**src/design/x86d_pkg.sv**
```systemverilog
// ----------------------------------------------------------------------------
// x86d_pkg
// Types, codes and decode functions shared by the instruction decoder.
// ----------------------------------------------------------------------------
package x86d_pkg;

    localparam logic [2:0] GRP_RMREG     = 3'd0;
    localparam logic [2:0] GRP_IMM_MOV   = 3'd1;
    localparam logic [2:0] GRP_IMM_ARITH = 3'd2;
    localparam logic [2:0] GRP_IMM_REG   = 3'd3;
    localparam logic [2:0] GRP_ACC       = 3'd4;
    localparam logic [2:0] GRP_NONE      = 3'd5;

    localparam logic [2:0] KIND_MOV  = 3'd0;
    localparam logic [2:0] KIND_ADD  = 3'd1;
    localparam logic [2:0] KIND_SUB  = 3'd2;
    localparam logic [2:0] KIND_CMP  = 3'd3;
    localparam logic [2:0] KIND_RAW1 = 3'd4;
    localparam logic [2:0] KIND_RAW2 = 3'd5;

    localparam logic [1:0] FORM_RMREG   = 2'd0;
    localparam logic [1:0] FORM_IMM_RM  = 2'd1;
    localparam logic [1:0] FORM_IMM_REG = 2'd2;
    localparam logic [1:0] FORM_ACC     = 2'd3;

    localparam logic [5:0] OP6_MOV_RM   = 6'b100010;
    localparam logic [5:0] OP6_ADD_RM   = 6'b000000;
    localparam logic [5:0] OP6_SUB_RM   = 6'b001010;
    localparam logic [5:0] OP6_CMP_RM   = 6'b001110;
    localparam logic [6:0] OP7_MOV_IMM  = 7'b1100011;
    localparam logic [5:0] OP6_ARITH_IM = 6'b100000;
    localparam logic [3:0] OP4_MOV_REG  = 4'b1011;
    localparam logic [5:0] OP6_ACC      = 6'b101000;

    localparam logic [2:0] EXT_ADD = 3'b000;
    localparam logic [2:0] EXT_SUB = 3'b101;
    localparam logic [2:0] EXT_CMP = 3'b111;
    localparam logic [2:0] RM_DIRECT = 3'b110;

    typedef struct packed {
        logic [7:0] code_byte;
        logic [2:0] grp;
    } queue_entry_t;

    // last field in the lowest bits
    typedef struct packed {
        logic [7:0]  raw_second;
        logic [7:0]  raw_first;
        logic [15:0] immediate;
        logic [15:0] disp_or_addr;
        logic [2:0]  rm_num;
        logic [1:0]  mode;
        logic [2:0]  reg_num;
        logic        data_wide;
        logic        wide;
        logic        reg_is_dest;
        logic [1:0]  form;
        logic [2:0]  op_kind;
    } result_t;

    function automatic logic [2:0] group_of(input logic [7:0] op);
        logic [2:0] g;
        g = GRP_NONE;
        if (op[7:2] == OP6_MOV_RM || op[7:2] == OP6_ADD_RM ||
            op[7:2] == OP6_SUB_RM || op[7:2] == OP6_CMP_RM) begin
            g = GRP_RMREG;
        end else if (op[7:1] == OP7_MOV_IMM) begin
            g = GRP_IMM_MOV;
        end else if (op[7:2] == OP6_ARITH_IM) begin
            g = GRP_IMM_ARITH;
        end else if (op[7:4] == OP4_MOV_REG) begin
            g = GRP_IMM_REG;
        end else if (op[7:2] == OP6_ACC) begin
            g = GRP_ACC;
        end
        return g;
    endfunction

    function automatic logic [2:0] kind_of(input logic [2:0] grp, input logic [7:0] op,
                                           input logic [7:0] m);
        logic [2:0] k;
        k = KIND_MOV;
        case (grp)
            GRP_RMREG: begin
                if (op[7:2] == OP6_MOV_RM) k = KIND_MOV;
                else if (op[7:2] == OP6_ADD_RM) k = KIND_ADD;
                else if (op[7:2] == OP6_SUB_RM) k = KIND_SUB;
                else k = KIND_CMP;
            end
            GRP_IMM_MOV: begin
                k = (m[5:3] == EXT_ADD) ? KIND_MOV : KIND_RAW2;
            end
            GRP_IMM_ARITH: begin
                if (m[5:3] == EXT_ADD) k = KIND_ADD;
                else if (m[5:3] == EXT_SUB) k = KIND_SUB;
                else if (m[5:3] == EXT_CMP) k = KIND_CMP;
                else k = KIND_RAW2;
            end
            default: k = KIND_MOV;
        endcase
        return k;
    endfunction

    function automatic logic data_wide_of(input logic [2:0] grp, input logic [7:0] op);
        logic dw;
        case (grp)
            GRP_IMM_MOV:   dw = op[0];
            GRP_IMM_ARITH: dw = (op[1:0] == 2'b01);
            GRP_IMM_REG:   dw = op[3];
            default:       dw = 1'b0;
        endcase
        return dw;
    endfunction

    function automatic logic [1:0] disp_len(input logic [7:0] m);
        logic [1:0] n;
        case (m[7:6])
            2'd1:    n = 2'd1;
            2'd2:    n = 2'd2;
            2'd3:    n = 2'd0;
            default: n = (m[2:0] == RM_DIRECT) ? 2'd2 : 2'd0;
        endcase
        return n;
    endfunction

    function automatic logic [15:0] sext8(input logic [7:0] b);
        return {{8{b[7]}}, b};
    endfunction

    function automatic result_t make_result(input logic [2:0] grp, input logic [7:0] op,
                                            input logic [7:0] m, input logic [15:0] disp,
                                            input logic [15:0] imm);
        result_t r;
        r = '0;
        case (grp)
            GRP_RMREG, GRP_IMM_MOV, GRP_IMM_ARITH: begin
                r.op_kind      = kind_of(grp, op, m);
                r.form         = (grp == GRP_RMREG) ? FORM_RMREG : FORM_IMM_RM;
                r.reg_is_dest  = (grp == GRP_RMREG) ? op[1] : 1'b0;
                r.wide         = op[0];
                r.data_wide    = (grp == GRP_RMREG) ? 1'b0 : data_wide_of(grp, op);
                r.reg_num      = m[5:3];
                r.mode         = m[7:6];
                r.rm_num       = m[2:0];
                r.disp_or_addr = disp;
                r.immediate    = (grp == GRP_RMREG) ? 16'd0 : imm;
            end
            GRP_IMM_REG: begin
                r.op_kind     = KIND_MOV;
                r.form        = FORM_IMM_REG;
                r.reg_is_dest = 1'b1;
                r.wide        = op[3];
                r.data_wide   = op[3];
                r.reg_num     = op[2:0];
                r.immediate   = imm;
            end
            GRP_ACC: begin
                r.op_kind      = KIND_MOV;
                r.form         = FORM_ACC;
                r.reg_is_dest  = ~op[1];
                r.wide         = op[0];
                r.disp_or_addr = disp;
            end
            default: begin
                r.op_kind   = KIND_RAW1;
                r.raw_first = op;
            end
        endcase
        return r;
    endfunction

endpackage

```
**src/design/x86d_front.sv**
```systemverilog
// ----------------------------------------------------------------------------
// x86d_front
// Input side: accept code bytes and tag each with its opcode group.
// ----------------------------------------------------------------------------
module x86d_front
    import x86d_pkg::*;
(
    input  logic         s_tvalid,
    output logic         s_tready,
    input  logic [7:0]   s_tdata,
    input  logic         queue_full,
    output logic         push,
    output queue_entry_t push_entry
);

    assign s_tready             = ~queue_full;
    assign push                 = s_tvalid & ~queue_full;
    assign push_entry.code_byte = s_tdata;
    assign push_entry.grp       = group_of(s_tdata);

endmodule

```
**src/design/x86d_queue.sv**
```systemverilog
// ----------------------------------------------------------------------------
// x86d_queue
// Small first-in first-out buffer between the front and the back.
// ----------------------------------------------------------------------------
module x86d_queue
    import x86d_pkg::*;
#(
    parameter int DEPTH = 4
)(
    input  logic         aclk,
    input  logic         aresetn,
    input  logic         push,
    input  queue_entry_t push_entry,
    output logic         full,
    input  logic         pop,
    output logic         head_valid,
    output queue_entry_t head_entry
);

    localparam int PTR_W = $clog2(DEPTH);
    localparam int CNT_W = $clog2(DEPTH + 1);

    queue_entry_t       entry_reg [DEPTH];
    logic [PTR_W-1:0]   wr_ptr_reg, wr_ptr_next;
    logic [PTR_W-1:0]   rd_ptr_reg, rd_ptr_next;
    logic [CNT_W-1:0]   count_reg, count_next;
    logic               do_push, do_pop;

    assign full       = (count_reg == CNT_W'(DEPTH));
    assign head_valid = (count_reg != '0);
    assign head_entry = entry_reg[rd_ptr_reg];
    assign do_push    = push & ~full;
    assign do_pop     = pop & head_valid;

    always_comb begin
        wr_ptr_next = wr_ptr_reg;
        rd_ptr_next = rd_ptr_reg;
        count_next  = count_reg;
        if (do_push) begin
            wr_ptr_next = (wr_ptr_reg == PTR_W'(DEPTH - 1)) ? '0 : wr_ptr_reg + 1'b1;
        end
        if (do_pop) begin
            rd_ptr_next = (rd_ptr_reg == PTR_W'(DEPTH - 1)) ? '0 : rd_ptr_reg + 1'b1;
        end
        if (do_push && !do_pop) begin
            count_next = count_reg + 1'b1;
        end else if (do_pop && !do_push) begin
            count_next = count_reg - 1'b1;
        end
    end

    always_ff @(posedge aclk) begin
        if (!aresetn) begin
            wr_ptr_reg <= '0;
            rd_ptr_reg <= '0;
            count_reg  <= '0;
        end else begin
            wr_ptr_reg <= wr_ptr_next;
            rd_ptr_reg <= rd_ptr_next;
            count_reg  <= count_next;
        end
    end

    always_ff @(posedge aclk) begin
        if (do_push) begin
            entry_reg[wr_ptr_reg] <= push_entry;
        end
    end

endmodule

```
**src/design/x86d_back.sv**
```systemverilog
// ----------------------------------------------------------------------------
// x86d_back
// Decode side: step the instruction phase machine and hold the result.
// ----------------------------------------------------------------------------
module x86d_back
    import x86d_pkg::*;
(
    input  logic         aclk,
    input  logic         aresetn,
    input  logic         head_valid,
    input  queue_entry_t head_entry,
    output logic         pop,
    output logic         m_tvalid,
    input  logic         m_tready,
    output logic [63:0]  m_tdata
);

    localparam logic [2:0] PH_OPCODE    = 3'd0;
    localparam logic [2:0] PH_MODRM     = 3'd1;
    localparam logic [2:0] PH_DISP_LO   = 3'd2;
    localparam logic [2:0] PH_DISP_HI   = 3'd3;
    localparam logic [2:0] PH_DATA_LO   = 3'd4;
    localparam logic [2:0] PH_DATA_HI   = 3'd5;

    logic [2:0]  phase_reg, phase_next;
    logic [7:0]  opcode_reg, opcode_next;
    logic [2:0]  grp_reg, grp_next;
    logic [7:0]  modrm_reg, modrm_next;
    logic [15:0] disp_reg, disp_next;
    logic [7:0]  data_low_reg, data_low_next;
    logic        out_valid_reg, out_valid_next;
    result_t     out_data_reg, out_data_next;

    logic        emit;
    result_t     emit_data;
    logic [7:0]  b;
    logic [15:0] disp_full;

    assign pop      = head_valid & (~out_valid_reg | m_tready);
    assign m_tvalid = out_valid_reg;
    assign m_tdata  = out_data_reg;
    assign b        = head_entry.code_byte;
    assign disp_full = {b, disp_reg[7:0]};

    always_comb begin
        phase_next    = phase_reg;
        opcode_next   = opcode_reg;
        grp_next      = grp_reg;
        modrm_next    = modrm_reg;
        disp_next     = disp_reg;
        data_low_next = data_low_reg;
        emit          = 1'b0;
        emit_data     = '0;
        case (phase_reg)
            PH_MODRM: begin
                modrm_next = b;
                if (kind_of(grp_reg, opcode_reg, b) == KIND_RAW2) begin
                    emit                 = 1'b1;
                    emit_data.op_kind    = KIND_RAW2;
                    emit_data.raw_first  = opcode_reg;
                    emit_data.raw_second = b;
                    phase_next           = PH_OPCODE;
                end else if (disp_len(b) != 2'd0) begin
                    phase_next = PH_DISP_LO;
                end else if (grp_reg == GRP_RMREG) begin
                    emit       = 1'b1;
                    emit_data  = make_result(grp_reg, opcode_reg, b, disp_reg, 16'd0);
                    phase_next = PH_OPCODE;
                end else begin
                    phase_next = PH_DATA_LO;
                end
            end
            PH_DISP_LO: begin
                if (grp_reg != GRP_ACC && disp_len(modrm_reg) == 2'd1) begin
                    disp_next = sext8(b);
                    if (grp_reg == GRP_RMREG) begin
                        emit       = 1'b1;
                        emit_data  = make_result(grp_reg, opcode_reg, modrm_reg,
                                                 sext8(b), 16'd0);
                        phase_next = PH_OPCODE;
                    end else begin
                        phase_next = PH_DATA_LO;
                    end
                end else begin
                    disp_next  = {8'd0, b};
                    phase_next = PH_DISP_HI;
                end
            end
            PH_DISP_HI: begin
                disp_next = disp_full;
                if (grp_reg == GRP_ACC || grp_reg == GRP_RMREG) begin
                    emit       = 1'b1;
                    emit_data  = make_result(grp_reg, opcode_reg, modrm_reg, disp_full, 16'd0);
                    phase_next = PH_OPCODE;
                end else begin
                    phase_next = PH_DATA_LO;
                end
            end
            PH_DATA_LO: begin
                if (data_wide_of(grp_reg, opcode_reg)) begin
                    data_low_next = b;
                    phase_next    = PH_DATA_HI;
                end else begin
                    emit       = 1'b1;
                    emit_data  = make_result(grp_reg, opcode_reg, modrm_reg, disp_reg, sext8(b));
                    phase_next = PH_OPCODE;
                end
            end
            PH_DATA_HI: begin
                emit       = 1'b1;
                emit_data  = make_result(grp_reg, opcode_reg, modrm_reg, disp_reg,
                                         {b, data_low_reg});
                phase_next = PH_OPCODE;
            end
            default: begin
                opcode_next   = b;
                grp_next      = head_entry.grp;
                modrm_next    = '0;
                disp_next     = '0;
                data_low_next = '0;
                case (head_entry.grp)
                    GRP_RMREG, GRP_IMM_MOV, GRP_IMM_ARITH: phase_next = PH_MODRM;
                    GRP_IMM_REG:                           phase_next = PH_DATA_LO;
                    GRP_ACC:                               phase_next = PH_DISP_LO;
                    default: begin
                        emit       = 1'b1;
                        emit_data  = make_result(GRP_NONE, b, 8'd0, 16'd0, 16'd0);
                        phase_next = PH_OPCODE;
                    end
                endcase
            end
        endcase
    end

    always_comb begin
        out_valid_next = out_valid_reg;
        out_data_next  = out_data_reg;
        if (m_tready) begin
            out_valid_next = 1'b0;
        end
        if (pop && emit) begin
            out_valid_next = 1'b1;
            out_data_next  = emit_data;
        end
    end

    always_ff @(posedge aclk) begin
        if (!aresetn) begin
            phase_reg     <= PH_OPCODE;
            opcode_reg    <= '0;
            grp_reg       <= GRP_RMREG;
            modrm_reg     <= '0;
            disp_reg      <= '0;
            data_low_reg  <= '0;
            out_valid_reg <= 1'b0;
        end else begin
            if (pop) begin
                phase_reg    <= phase_next;
                opcode_reg   <= opcode_next;
                grp_reg      <= grp_next;
                modrm_reg    <= modrm_next;
                disp_reg     <= disp_next;
                data_low_reg <= data_low_next;
            end
            out_valid_reg <= out_valid_next;
        end
    end

    always_ff @(posedge aclk) begin
        out_data_reg <= out_data_next;
    end

endmodule

```
**src/design/x86_16bit_instruction_decoder_core.sv**
```systemverilog
// ----------------------------------------------------------------------------
// x86_16bit_instruction_decoder_core
// Byte-serial decoder for mov/add/sub/cmp of the 16-bit x86 instruction set.
// ----------------------------------------------------------------------------
// The core takes one instruction byte per cycle on the s_ channel while s_tready
// is high and, after the last byte of each instruction, delivers one 64-bit decoded
// record on the m_ channel; unrecognized opcodes and opcode-extension pairs come
// out as raw records. Sustained throughput is one byte per cycle while the m_
// channel does not stall, set by the single-step phase machine in the decode stage.
// An accepted byte is queued before the decode stage sees it, and its record is
// registered before it appears on m_tdata. A QUEUE_DEPTH-entry byte queue lets
// input and output stall independently; s_tready drops only when that queue is full.
module x86_16bit_instruction_decoder_core
    import x86d_pkg::*;
#(
    parameter int QUEUE_DEPTH = 4
)(
    input  logic        aclk,
    input  logic        aresetn,
    input  logic        s_tvalid,
    output logic        s_tready,
    input  logic [7:0]  s_tdata,   // [7:0] code_byte
    output logic        m_tvalid,
    input  logic        m_tready,
    // [2:0] op_kind, [4:3] form, [5] reg_is_dest, [6] wide, [7] data_wide,
    // [10:8] reg_num, [12:11] mode, [15:13] rm_num, [31:16] disp_or_addr,
    // [47:32] immediate, [55:48] raw_first, [63:56] raw_second
    output logic [63:0] m_tdata
);

    logic         queue_full;
    logic         push;
    queue_entry_t push_entry;
    logic         pop;
    logic         head_valid;
    queue_entry_t head_entry;

    x86d_front u_front (
        .s_tvalid   (s_tvalid),
        .s_tready   (s_tready),
        .s_tdata    (s_tdata),
        .queue_full (queue_full),
        .push       (push),
        .push_entry (push_entry)
    );

    x86d_queue #(
        .DEPTH (QUEUE_DEPTH)
    ) u_queue (
        .aclk       (aclk),
        .aresetn    (aresetn),
        .push       (push),
        .push_entry (push_entry),
        .full       (queue_full),
        .pop        (pop),
        .head_valid (head_valid),
        .head_entry (head_entry)
    );

    x86d_back u_back (
        .aclk       (aclk),
        .aresetn    (aresetn),
        .head_valid (head_valid),
        .head_entry (head_entry),
        .pop        (pop),
        .m_tvalid   (m_tvalid),
        .m_tready   (m_tready),
        .m_tdata    (m_tdata)
    );

endmodule
```
**config.mk**
```make
export PLATFORM = sky130hd
export DESIGN_NAME = x86_16bit_instruction_decoder_core
export DESIGN_NICKNAME = d
export VERILOG_FILES = /design/src/design/x86d_pkg.sv /design/src/design/x86d_front.sv /design/src/design/x86d_queue.sv /design/src/design/x86d_back.sv /design/src/design/x86_16bit_instruction_decoder_core.sv
export SDC_FILE = /design/constraint.sdc
export NUM_CORES = 1
export LEC_CHECK = 0
export ABC_AREA = 1
export BUFFER_PORTS_ARGS = -buffer_cell sky130_fd_sc_hd__buf_4
export CAP_MARGIN = 30
export CELL_PAD_IN_SITES_DETAIL_PLACEMENT = 1
export CELL_PAD_IN_SITES_GLOBAL_PLACEMENT = 2
export CORE_MARGIN = 1.5
export CORE_UTILIZATION = 39
export CTS_BUF_LIST = sky130_fd_sc_hd__clkbuf_16
export CTS_CLUSTER_SIZE = 10
export DETAILED_ROUTE_END_ITERATION = 16
export PLACE_DENSITY_LB_ADDON = 0.1
export SYNTH_ARGS = -nofsm -noshare
export SYNTH_HDL_FRONTEND = slang
export SYNTH_HIERARCHICAL = 1
export SYNTH_SLANG_ARGS = --single-unit
```
**constraint.sdc**
```tcl
create_clock -name aclk -period 9.2 [get_ports aclk]
set_input_delay 1.38 -clock aclk [delete_from_list [all_inputs] [get_ports aclk]]
set_output_delay 1.38 -clock aclk [all_outputs]
set_load 0.01 [all_outputs]
```
==> results.tsv, run 1 <==
stage	metric	value	unit
clock_tree	clk slew on worst S/H paths	0.07	ns
route	Detailed Routing Iterations Pass 1	5	
die	Total Die Area	0.0211	sq mm
clock_tree	Max clock buf depth	2	
die	IO Count	78	
timing	RSZ-0062 raised after global routing	false	
layout	# nets final	986	
logic_synthesis	ys async rst share	0	%
layout	Multi-input gate area	0.00289	sq mm
setup_path	CP dominant cell by count	nand2_1	
layout	antenna cells	0	
placed_design	Placer Congestion	0.870	
logic_synthesis	Unique masters post-synth	35	
timing	post-layout min period	4.80	ns
layout	layout cells sized above 1	17.5	%
logic_synthesis	Mean Syn Cell Area	8.77	sq um
clock_tree	Post-CTS Setup Inserts	0	
logic_synthesis	part of the Yosys area used for sequential elements	55.3	%
pwr	NetSw	0.00154	W
layout	Design Area, Final	0.00927	sq mm
setup_path	critical path type	register to register	
route	DRC Markers	0	
route	DRT iter0 DRCs	421	
timing	Max Freq	208	MHz
timing	# setup viols final	0	
flow_run	Max-cap violations	0	
timing	hold_ws	0.466	ns
logic_synthesis	post-synthesis register bit count	164	
global_routing	total grt overflow	0	
global_routing	initial antenna violation count	0	
timing	Final period util	52.2	%
clock_tree	H-tree depth	4	
pwr	Pwr Total	0.00342	W
timing	setup tns final	0	ns
logic_synthesis	Synth Flop Type	edfxtp_1	
logic_synthesis	Syn Nets	922	
pwr	sw frac	45.0	%
setup_path	slowest CP cell	o22ai_1	
route	WL/cell	19.5	um
placed_design	HPWL after detailed placement	17.5	mm
setup_path	Buffers & Inverters on Critical Path	4	
clock_tree	CTS Hold Bufs	0	
setup_path	CP max stage delay	0.72	ns
placed_design	placed cell area	0.00868	sq mm
setup_path	CP cell instances	inv_2 > o21ai_1 > o22ai_1 > inv_1 > nand3_1 > nand2_1 > nand2_1 > nand2_1 > nor2_4 > nor2_1 > nand2_1 > nand2_1 > inv_2 > buf_4	
layout	synthesis-to-finish area growth	17.4	%
clock_tree	CTS root buffer	clkbuf_16	
pwr	Reg power frac	35.8	%
pwr	Peak VDD IR	0.000158	V
timing	final hold vios	0	
layout	Register Area	0.00436	sq mm
pwr	Logic pwr share	43.8	%
global_routing	first-pass GRT wire length	38.8	mm
logic_synthesis	Synth Warn #	6	
logic_synthesis	Mapped Cells	901	
setup_path	critical path data arrival time	4.89	ns
route	DR vias	6628	
layout	max FFs per register	64	
route	Via density	5.33	
route	ANT nets after route	0	
setup_path	Worst setup SP type	register	
setup_path	worst path required time	9.29	ns
timing	Slew @ Worst Pin	1.12	ns
die	Initial Util	40.2	%
logic_synthesis	Mapped Area	0.00790	sq mm
pwr	internal power	0.00188	W
clock_tree	CTS Buf Count	17	
setup_path	Worst setup EP type	register	
layout	FILL cells	2356	
logic_synthesis	Post-synth EDFFs	108	
outcome	run status	completed	
die	Chip Width	145	um
pwr	clock share of power	20.5	%
clock_tree	clk_lat worst skew	0.44	ns
timing	Pins Over Slew Limit	0	
pwr	power per cell area	369	mW/mm^2
die	die height	145	um
global_routing	largest net degree at the start of global routing	37	
timing	slew margin rel.	25.2	%
placed_design	buffers added on ports	77	
route	total wire length	24.3	mm
clock_tree	Resized Gates After CTS	0	
die	# rows	51	
global_routing	vias in the first global route	6890	
setup_path	Largest delay share family, worst path	buffers and inverters	
die	Core ar.	0.0197	sq mm
timing	clk_skew	0.0104	ns
worst_hold_path	Hold WC Path Type	register to register	
global_routing	Tot GR Track Use	23.8	%
pwr	Lkg Pwr	3.66	nW
clock_tree	clock sinks	164	
clock_tree	TritonCTS clock tree	built	
setup_path	CP Max Fanout	33	
worst paths after layout:
path / start / end / slack (ns) / cells after the start
worst max-delay path: register / u_back/m_tdata[63] / 4.40 / 14
worst min-delay path: u_back/disp_reg[6] / u_back/disp_reg[6] / 0.47 / 2
worst max register to register: register / u_back/m_tdata[63] / 4.40 / 14
worst min register to register: u_back/disp_reg[6] / u_back/disp_reg[6] / 0.47 / 2
metal layers:
metal / up-vias / part of all wire [%] / track usage, %
met4: 0 / 2.5 / 7.60
met1: 3237 / 45 / 30.7
met2: 157 / 49 / 40.3
met3: 38 / 4.1 / 4.56
li1: 3196 / - / -
met5: - / 0 / 0
kinds of logic (layout without fill, tap and decap cells):
| family | Yosys count | after routing | share of synthesized area [%] |
|---|---|---|---|
| DFF | 164 | 164 | 55.3 |
| and+or+nand+nor | 402 | 402 | 23.4 |
| adders and majority gates | 9 | 9 | 1.52 |
| buffers and inverters | 150 | 227 | 8.16 |
| AOI/OAI and AO/OA | 176 | 176 | 11.6 |
synthesized netlist by cell type (2+ instances only):
cell type  number  share of area (%)
ha_1            8                1.3
dfxtp_1        56                 14
nor2_1         95                4.5
nand2_1       148                7.0
clkbuf_1       20               0.95
edfxtp_1      108                 41
buf_2          10               0.63
nand3_2         3               0.38
buf_4          10               0.95
buf_6           4               0.57
a21oi_1        89                5.6
o21ai_0        45                2.9
inv_1          88                4.2
nor2_4          6               0.86
nor2_2         11               0.87
nand2_2         7               0.55
nand2_4         3               0.43
clkinv_1        2              0.095
inv_2          14               0.67
nand3_1        76                4.8
o22ai_1        16                1.3
a211oi_1        3               0.29
nor3_1         22                1.4
nand4_1        27                2.1
o21ai_1        20                1.3
cells in the final DEF (no fill, tap or decap), types with 2 or more instances in the layout:
cell,count
nand2_1,148
edfxtp_1,108
nor2_1,95
a21oi_1,89
buf_4,88
inv_1,87
nand3_1,76
dfxtp_1,56
o21ai_0,45
nand4_1,27
nor3_1,22
o21ai_1,20
clkbuf_16,17
o22ai_1,16
inv_2,15
nor2_2,11
ha_1,8
nand2_2,7
nor2_4,6
inv_8,5
clkinv_8,3
nand3_2,3
nand2_4,3
a211oi_1,3
clkinvlp_4,2
clkinv_4,2
inv_6,2
clkinv_1,2
buf_6,2
power groups by stage:
stage               sequential, W  clock (W)  combinational, W
detailed placement        0.00124          0           0.00150
global placement          0.00123          0           0.00144
finish                    0.00122   0.000701           0.00150
global route              0.00125   0.000746           0.00164
CTS                       0.00123   0.000719           0.00151
floorplan                 0.00128          0          0.000828
metrics by stage:
stage	worst slack (ns)	util (%)	cells
finish	4.40	47.2	1243
global route	4.04	47.2	1243
CTS	4.44	47.1	1242
detailed placement	4.46	44.2	1210
floorplan	5.73	-	901
global placement	4.78	43.8	1204
area by class of cell:
type	instances	share of cell area (%)
flip-flops and latches	164	47.1
multi-input cells	587	31.2
repair buffers	91	7.67
clock buffers	17	4.59
inverters	104	4.21
well taps	265	3.58
clock inverters	15	1.73
worst reg2reg max path: cells and delay by family (launching register included):
kind	cells	cell delay, ns
flops	1	0.54
simple gates	8	1.27
buf+inv	4	1.76
compound gates	2	0.84
Note: power is estimated with default switching activity, not from simulation.
==> inputs of run 2 (changes only) <==
--- a/config.mk
+++ b/config.mk
@@ -11,7 +11,7 @@
 export CELL_PAD_IN_SITES_DETAIL_PLACEMENT = 1
 export CELL_PAD_IN_SITES_GLOBAL_PLACEMENT = 2
 export CORE_MARGIN = 1.5
-export CORE_UTILIZATION = 39
+export CORE_UTILIZATION = 36
 export CTS_BUF_LIST = sky130_fd_sc_hd__clkbuf_16
 export CTS_CLUSTER_SIZE = 10
 export DETAILED_ROUTE_END_ITERATION = 16
==> constraint.sdc (replaced) <==
create_clock -name aclk -period 4.8 [get_ports aclk]
set_input_delay 0.72 -clock aclk [delete_from_list [all_inputs] [get_ports aclk]]
set_output_delay 0.72 -clock aclk [all_outputs]
set_load 0.01 [all_outputs]
==> results.tsv, run 2 (same netlist as run 1, synthesis figures left out) <==
stage	metric	value	unit	change
pwr	Logic pwr share	44.2	%	+0.4 points
setup_path	critical path type	register to register		
timing	Final period util	80.9	%	+29 points
route	DRC Markers	0		unchanged
die	IO Count	78		unchanged
route	WL/cell	19.4	um	-0.78%
layout	antenna cells	0		unchanged
placed_design	HPWL after detailed placement	17.7	mm	+1.3%
placed_design	buffers added on ports	77		unchanged
timing	slew margin rel.	51.5	%	+26 points
pwr	Lkg Pwr	3.68	nW	+0.66%
pwr	Reg power frac	35.3	%	-0.5 points
layout	FILL cells	2499		+6.1%
pwr	internal power	0.00371	W	+97%
timing	# setup viols final	0		unchanged
placed_design	Placer Congestion	0.858		-1.4%
timing	final hold vios	0		unchanged
global_routing	first-pass GRT wire length	37.9	mm	-2.4%
timing	post-layout min period	3.88	ns	-0.918 ns
setup_path	CP dominant cell by count	nand2_1		
setup_path	CP max stage delay	0.79	ns	+0.07 ns
pwr	sw frac	44.3	%	-0.66 points
die	Total Die Area	0.0228	sq mm	+8.2%
clock_tree	TritonCTS clock tree	built		
global_routing	total grt overflow	0		unchanged
die	Initial Util	36.4	%	-3.8 points
setup_path	Worst setup EP type	register		
clock_tree	clk slew on worst S/H paths	0.07	ns	about the same
setup_path	critical path data arrival time	4.01	ns	-0.88 ns
die	Core ar.	0.0217	sq mm	+10%
layout	synthesis-to-finish area growth	18.1	%	
timing	setup tns final	0	ns	unchanged
clock_tree	clock sinks	164		unchanged
layout	commonest non-fill, non-tap cells in the layout	nand2_1, edfxtp_1, nor2_1, buf_4, a21oi_1		
pwr	clock share of power	20.6	%	about the same
setup_path	CP Max Fanout	28		-15%
layout	layout cells sized above 1	17.8	%	+0.32 points
clock_tree	Post-CTS Setup Inserts	0		unchanged
die	die height	151	um	+4.0%
layout	# nets final	991		+0.51%
layout	commonest non-fill, non-tap cell in the layout	nand2_1		
die	# rows	54		+5.9%
global_routing	initial antenna violation count	0		unchanged
setup_path	CP cell instances	inv_2 > o21ai_1 > o22ai_1 > nor2_1 > nand2_1 > nand2_1 > nand2_1 > nor2_4 > nor2_1 > nand2_1 > nand2_1 > inv_2 > buf_12		
outcome	run status	completed		
layout	Multi-input gate area	0.00289	sq mm	unchanged
layout	Register Area	0.00436	sq mm	unchanged
global_routing	largest net degree at the start of global routing	36		-2.7%
clock_tree	Resized Gates After CTS	0		unchanged
timing	RSZ-0062 raised after global routing	false		
pwr	NetSw	0.00295	W	+92%
route	DR vias	6690		+0.94%
setup_path	worst path required time	4.93	ns	-4.36 ns
clock_tree	clk_lat worst skew	0.44	ns	about the same
timing	Max Freq	257	MHz	+24%
setup_path	reg2reg setup slack	0.92	ns	-3.48 ns
clock_tree	CTS Hold Bufs	0		unchanged
worst_hold_path	Hold WC Path Type	register to register		
pwr	Peak VDD IR	0.000276	V	+75%
clock_tree	H-tree depth	4		unchanged
route	ANT nets after route	0		unchanged
clock_tree	Max clock buf depth	2		unchanged
clock_tree	CTS root buffer	clkbuf_16		
route	total wire length	24.5	mm	+0.82%
route	Via density	5.30		-0.66%
timing	clk_skew	0.0132	ns	+0.00274 ns
route	DRT iter0 DRCs	425		+0.95%
timing	Slew @ Worst Pin	0.727	ns	-0.394 ns
clock_tree	CTS Buf Count	17		unchanged
global_routing	vias in the first global route	6747		-2.1%
setup_path	slowest CP cell	dfxtp_1		
pwr	power per cell area	714	mW/mm^2	+93%
setup_path	Worst setup SP type	register		
timing	PnR worst setup slack	0.916	ns	-3.48 ns
flow_run	Max-cap violations	0		unchanged
layout	max FFs per register	64		unchanged
route	Detailed Routing Iterations Pass 1	7		+2
placed_design	worst slack, placed	0.951	ns	-3.51 ns
die	Chip Width	151	um	+4.0%
timing	Pins Over Slew Limit	0		unchanged
global_routing	Tot GR Track Use	22.3	%	-1.5 points
[run 2: worst paths after layout]
path                       from  cells after the start                 end
max                    register                     13   u_back/m_tdata[3]
max reg2reg            register                     13   u_back/m_tdata[3]
min          u_back/disp_reg[3]                      2  u_back/disp_reg[3]
min reg2reg  u_back/disp_reg[3]                      2  u_back/disp_reg[3]
[run 2: power by group through the flow]
stage / clock, W / sequential (W) / combinational (W)
2_1_floorplan: 0 / 0.00246 / 0.00159
3_3_place_gp: 0 / 0.00236 / 0.00286
3_5_place_dp: 0 / 0.00238 / 0.00295
4_1_cts: 0.00141 / 0.00236 / 0.00296
5_1_grt: 0.00145 / 0.00241 / 0.00323
6_report: 0.00137 / 0.00235 / 0.00294
[run 2: layer usage]
layer	wire length, um	up-vias	global-route usage, %	part of all wire (%)
li1	-	3199	-	-
met2	11800	132	37.4	48
met1	11200	3334	29.0	46
met5	0	-	0	0
met4	589	0	8.01	2.4
met3	907	25	3.95	3.7
[run 2: final cells by class]
type	count	share of cell area (%)
Clock buffer	17	4.56
Clock inverter	15	1.74
Inverter	104	4.19
Multi-Input combinational cell	587	31.0
Sequential cell	164	46.8
Tap cell	280	3.76
Timing Repair Buffer	96	7.99
[run 2: metrics by stage]
step	util (%)	hold WS, ns	total power [W]	cells	instance area [sq um]
global route	43.0	0.485	0.00708	1263	9330
CTS	43.0	0.471	0.00673	1263	9330
floorplan	-	0.445	0.00405	901	7900
global placement	40.2	0.454	0.00522	1227	8710
detailed placement	40.3	0.459	0.00533	1231	8740
finish	43.0	0.468	0.00666	1263	9330
[run 2: worst max-delay path, delay by kind of cell (launching register included)]
| kind | cells | cell delay [ns] |
|---|---|---|
| AO/OA/AOI/OAI | 2 | 0.48 |
| flip-flops | 1 | 0.79 |
| buffers and inverters | 3 | 0.98 |
| AND/OR/NAND/NOR | 8 | 1.31 |
